===== src/design/grle_ram.sv =====
module grle_ram #(
   parameter int Width = 8,
   parameter int Depth = 256
) (
   input  logic                     clock,
   input  logic                     wr_en,
   input  logic [$clog2(Depth)-1:0] wr_addr,
   input  logic [Width-1:0]         wr_data,
   input  logic [$clog2(Depth)-1:0] rd_addr,
   output logic [Width-1:0]         rd_data
);

   logic [Width-1:0] mem [Depth];

   // One write port and one registered read port.
   always_ff @(posedge clock) begin
      if (wr_en) begin
         mem[wr_addr] <= wr_data;
      end
      rd_data <= mem[rd_addr];
   end

endmodule


===== config.mk =====
export PLATFORM = sky130hd
export DESIGN_NAME = grle_ram
export DESIGN_NICKNAME = d
export VERILOG_FILES = /design/src/design/grle_ram.sv
export SDC_FILE = /design/constraint.sdc
export NUM_CORES = 2
export LEC_CHECK = 0
export BUFFER_PORTS_ARGS = -buffer_cell sky130_fd_sc_hd__clkbuf_2
export CAP_MARGIN = 20
export CORE_MARGIN = 1.5
export CORE_UTILIZATION = 48
export CTS_CLUSTER_SIZE = 28
export DETAILED_ROUTE_END_ITERATION = 6
export SYNTH_ARGS = -nofsm -noshare
export SYNTH_HDL_FRONTEND = slang
export SYNTH_SLANG_ARGS = --single-unit

===== constraint.sdc =====
create_clock -name clock -period 5.76 [get_ports clock]
set_input_delay 1.152 -clock clock [delete_from_list [all_inputs] [get_ports clock]]
set_output_delay 1.152 -clock clock [all_outputs]
set_load 0.01 [all_outputs]

==> results.toml <==
[clock_tree]
clkSinkCount = 2056
clock_path_buffers = 3
cts-resized-gates = 0
hold_buffers = 0
clk_latency_ps = 830
cts_setup_buffers = 0
cts_buffers = 206
cts_tree = "done"
cts_root_buffer = "clkbuf_16"
clkTransAtPathRegs_ps = 60
cts_htree_levels = 4

[detailed_routing]
avgRoutedWirePerCell_um = 31.9
ant_nets = 0
vias_per_cell = 6.19
vias = 38900
drc_errors = 0
drtIter0Drc = 4950
firstDrtPassIters = 6
wl_um = 200000

[placement]
dpl_cell_area_um2 = 83000
portBuffers = 33
dp_hpwl_um = 122000
place_congestion = 0.844

[timing]
clock_skew_ps = 55.3
fin_crit_ps = 3840
worst_slew_pin_slew_ps = 1230
finalHoldViolCount = 0
rsz0062_at_grt = "no"
clock.fmax_ghz = 0.260
tns_ps = 0
timing.final.crit_share_pct = 66.7
timing.hold.ws_ps = 791
slew-limit-headroom_pct = 17.2
report.final.slew_viol_count = 0
setup_viol = 0

[yosys]
synth.most_common_cell = "edfxtp_1"
synthDistinctLibCells = 55
synth_compound_area_share_pct = 3.42
synth-simple-area-share_pct = 2.63
syn_inst = 3733
synth_warnings = 0
synth_top_family_by_area = "multiplexers"
synthArstFlopShare_pct = 0
synthTopCellsByArea = "edfxtp_1 (77%), mux4_2 (13%), mux2i_1 (1.7%)"
ys_seq_area_share_pct = 77.5
ys.flop_type = "edfxtp_1"
synthAdderAreaFrac_pct = 0
netlist.area_leader.share_pct = 77.3
synth_edf_count = 2048
synth_mux_area_share_pct = 14.6
postSynthAreaPerCell_um2 = 21.3
synth_top_area_cell = "edfxtp_1"
netlist_top_cells_count = "edfxtp_1 (2048), mux4_2 (454), nor2_1 (282)"
syn-num-nets = 3759
synth-xor-area-share_pct = 0
mappedNetlistArea_um2 = 79600
synth_seq_cells = 2056

[flow_run]
cap_violations = 0

[floorplan]
die_w_um = 410
start_util_pct = 48.3
dieArea_um2 = 168000
core-area_um2 = 165000
placementRows = 149
pin_count = 34
die_h_um = 410

[power_and_ir_drop]
swShare_pct = 21.7
power.density_nw_per_um2 = 343
vdd_drop_max_mv = 0.376
seqPwrFrac_pct = 54.0
p_sw_mw = 6.64
pwr-share-comb_pct = 4.9
power_mw = 30.7
clockPowerShare_pct = 41.1
p_leak_nw = 27.6
p_int_mw = 24.0

[global_route]
globalRouteMet1Util_pct = 35.4
overflow = 0
use_met2_pct = 37.5
grt_util_met3_pct = 4.08
grt_pass1_vias = 39000
grt.busiest_layer = "met2"
grt_pass1_wl_um = 288000
antenna_found_initial = 10
grt_max_degree = 151
grt_use_total_pct = 24.0

[hold_path]
hold_path_end = "mem[225][3]"
hp-start = "wr_data[3]"
whs_path_depth = 1
hp-class = "primary input to flop"

[worst_setup_path]
r2r-end = "rd_data[3]"
criticalPathCategory = "primary input to flop"
cp_top_family = "simple AND/OR/NAND/NOR gates"
critPathCaptureType = "flop"
path_buf_inv = 3
crit_fanout = 73
cp_cell_sequence = "buf_8, nand2_1, buf_4, o221ai_1, a21oi_1, nor3_1, nor4_1, buf_4, nor4_1"
startpoint_type = "primary input"
slowest_delay_ps = 740
r2r_start = "mem[211][3]"
r2r_cells = 6
cp_slowest_cell = "nand2_1"
worstPathArrival_ps = 4580
reg2reg_slack_ps = 2780
critPathRequiredTime_ps = 6500

[cells_and_area]
final_core_util_pct = 54.2
fin_nets = 3958
drive_gt1_share_pct = 24.0
area_delta_synth_final_pct = 12.2
fin_area_um2 = 89300
fillerInstances = 12700

[outcome]
status = "finished, final reports clean"
registers in the layout, summed over array words and instances (netlist names):
name	cells
mem	2048
rd_data	8
metal layers:
| layer | wire length [um] | part of all wire [%] |
|---|---|---|
| met5 | 57 | 0.028 |
| met4 | 4760 | 2.4 |
| met3 | 15100 | 7.5 |
| met2 | 95400 | 48 |
| met1 | 85100 | 42 |
cell type report:
cell class	count	area [um2]	share of cell area (%)
clock buffers	264	5410	6.06
flip-flops and latches	2056	61700	69.0
well taps	2189	2740	3.07
multi-input cells	1442	16500	18.5
clock inverters	102	876	0.981
repair buffers	224	2070	2.32
inverters	2	7.51	0.00841
diodes	3	7.51	0.00841
power groups by stage:
stage               clock [mW]  sequential [mW]  combinational [mW]
floorplan                    0             16.8               0.801
CTS                       12.8             16.5                1.52
detailed placement           0             16.9                1.52
global route              13.3             16.5                1.59
finish                    12.6             16.5                1.51
global placement             0             16.9                1.50
cells in the final DEF (no fill, tap or decap), types with 13 or more instances in the layout:
| cell | count |
|---|---|
| edfxtp_1 | 2048 |
| nor4_1 | 22 |
| nand3_1 | 29 |
| a22oi_1 | 133 |
| clkbuf_1 | 55 |
| buf_4 | 160 |
| o221ai_1 | 46 |
| o22ai_1 | 28 |
| nor3_1 | 22 |
| clkbuf_2 | 21 |
| a21oi_1 | 96 |
| nand2_1 | 33 |
| a211oi_1 | 16 |
| clkbuf_16 | 207 |
| clkinv_1 | 35 |
| mux2i_1 | 134 |
| mux4_2 | 454 |
| nor2_1 | 279 |
| buf_12 | 25 |
| clkinv_2 | 43 |
| a221oi_1 | 13 |
| nor2b_1 | 28 |
worst register-to-register path, cell delays in order, from the launching register on:
cell and delay, ps:
edfxtp_1 360, mux4_2 480, a22o_1 260, a221oi_1 500, o32ai_1 190, nor3_1 910
nor4_1 120
worst max-delay path by stage:
stage | from | endpoint | slack (ps) | depth (start not counted)
2_1_floorplan | rd_addr[0] | rd_data[2] | 2670 | 9
3_3_place_gp | rd_addr[1] | rd_data[6] | 510 | 9
3_5_place_dp | rd_addr[1] | rd_data[5] | 1090 | 8
4_1_cts | rd_addr[1] | rd_data[5] | 1980 | 8
5_1_grt | rd_addr[1] | rd_data[7] | 1840 | 9
6_report | rd_addr[1] | rd_data[7] | 1920 | 9
logic make-up (layout without fill, tap and decap cells):
group	Yosys count	count (layout)
muxes	591	591
AOI/OAI and AO/OA	385	385
other	0	3
buffers and inverters	235	592
DFF	2056	2056
and+or+nand+nor	466	466
through the flow:
stage | setup WS (ps) | instances
finish | 1920 | 6282
global placement | 509 | 5905
floorplan | 2670 | 3733
global route | 1840 | 6279
detailed placement | 1090 | 5912
CTS | 1980 | 6278
Note: power is estimated with default switching activity, not from simulation.
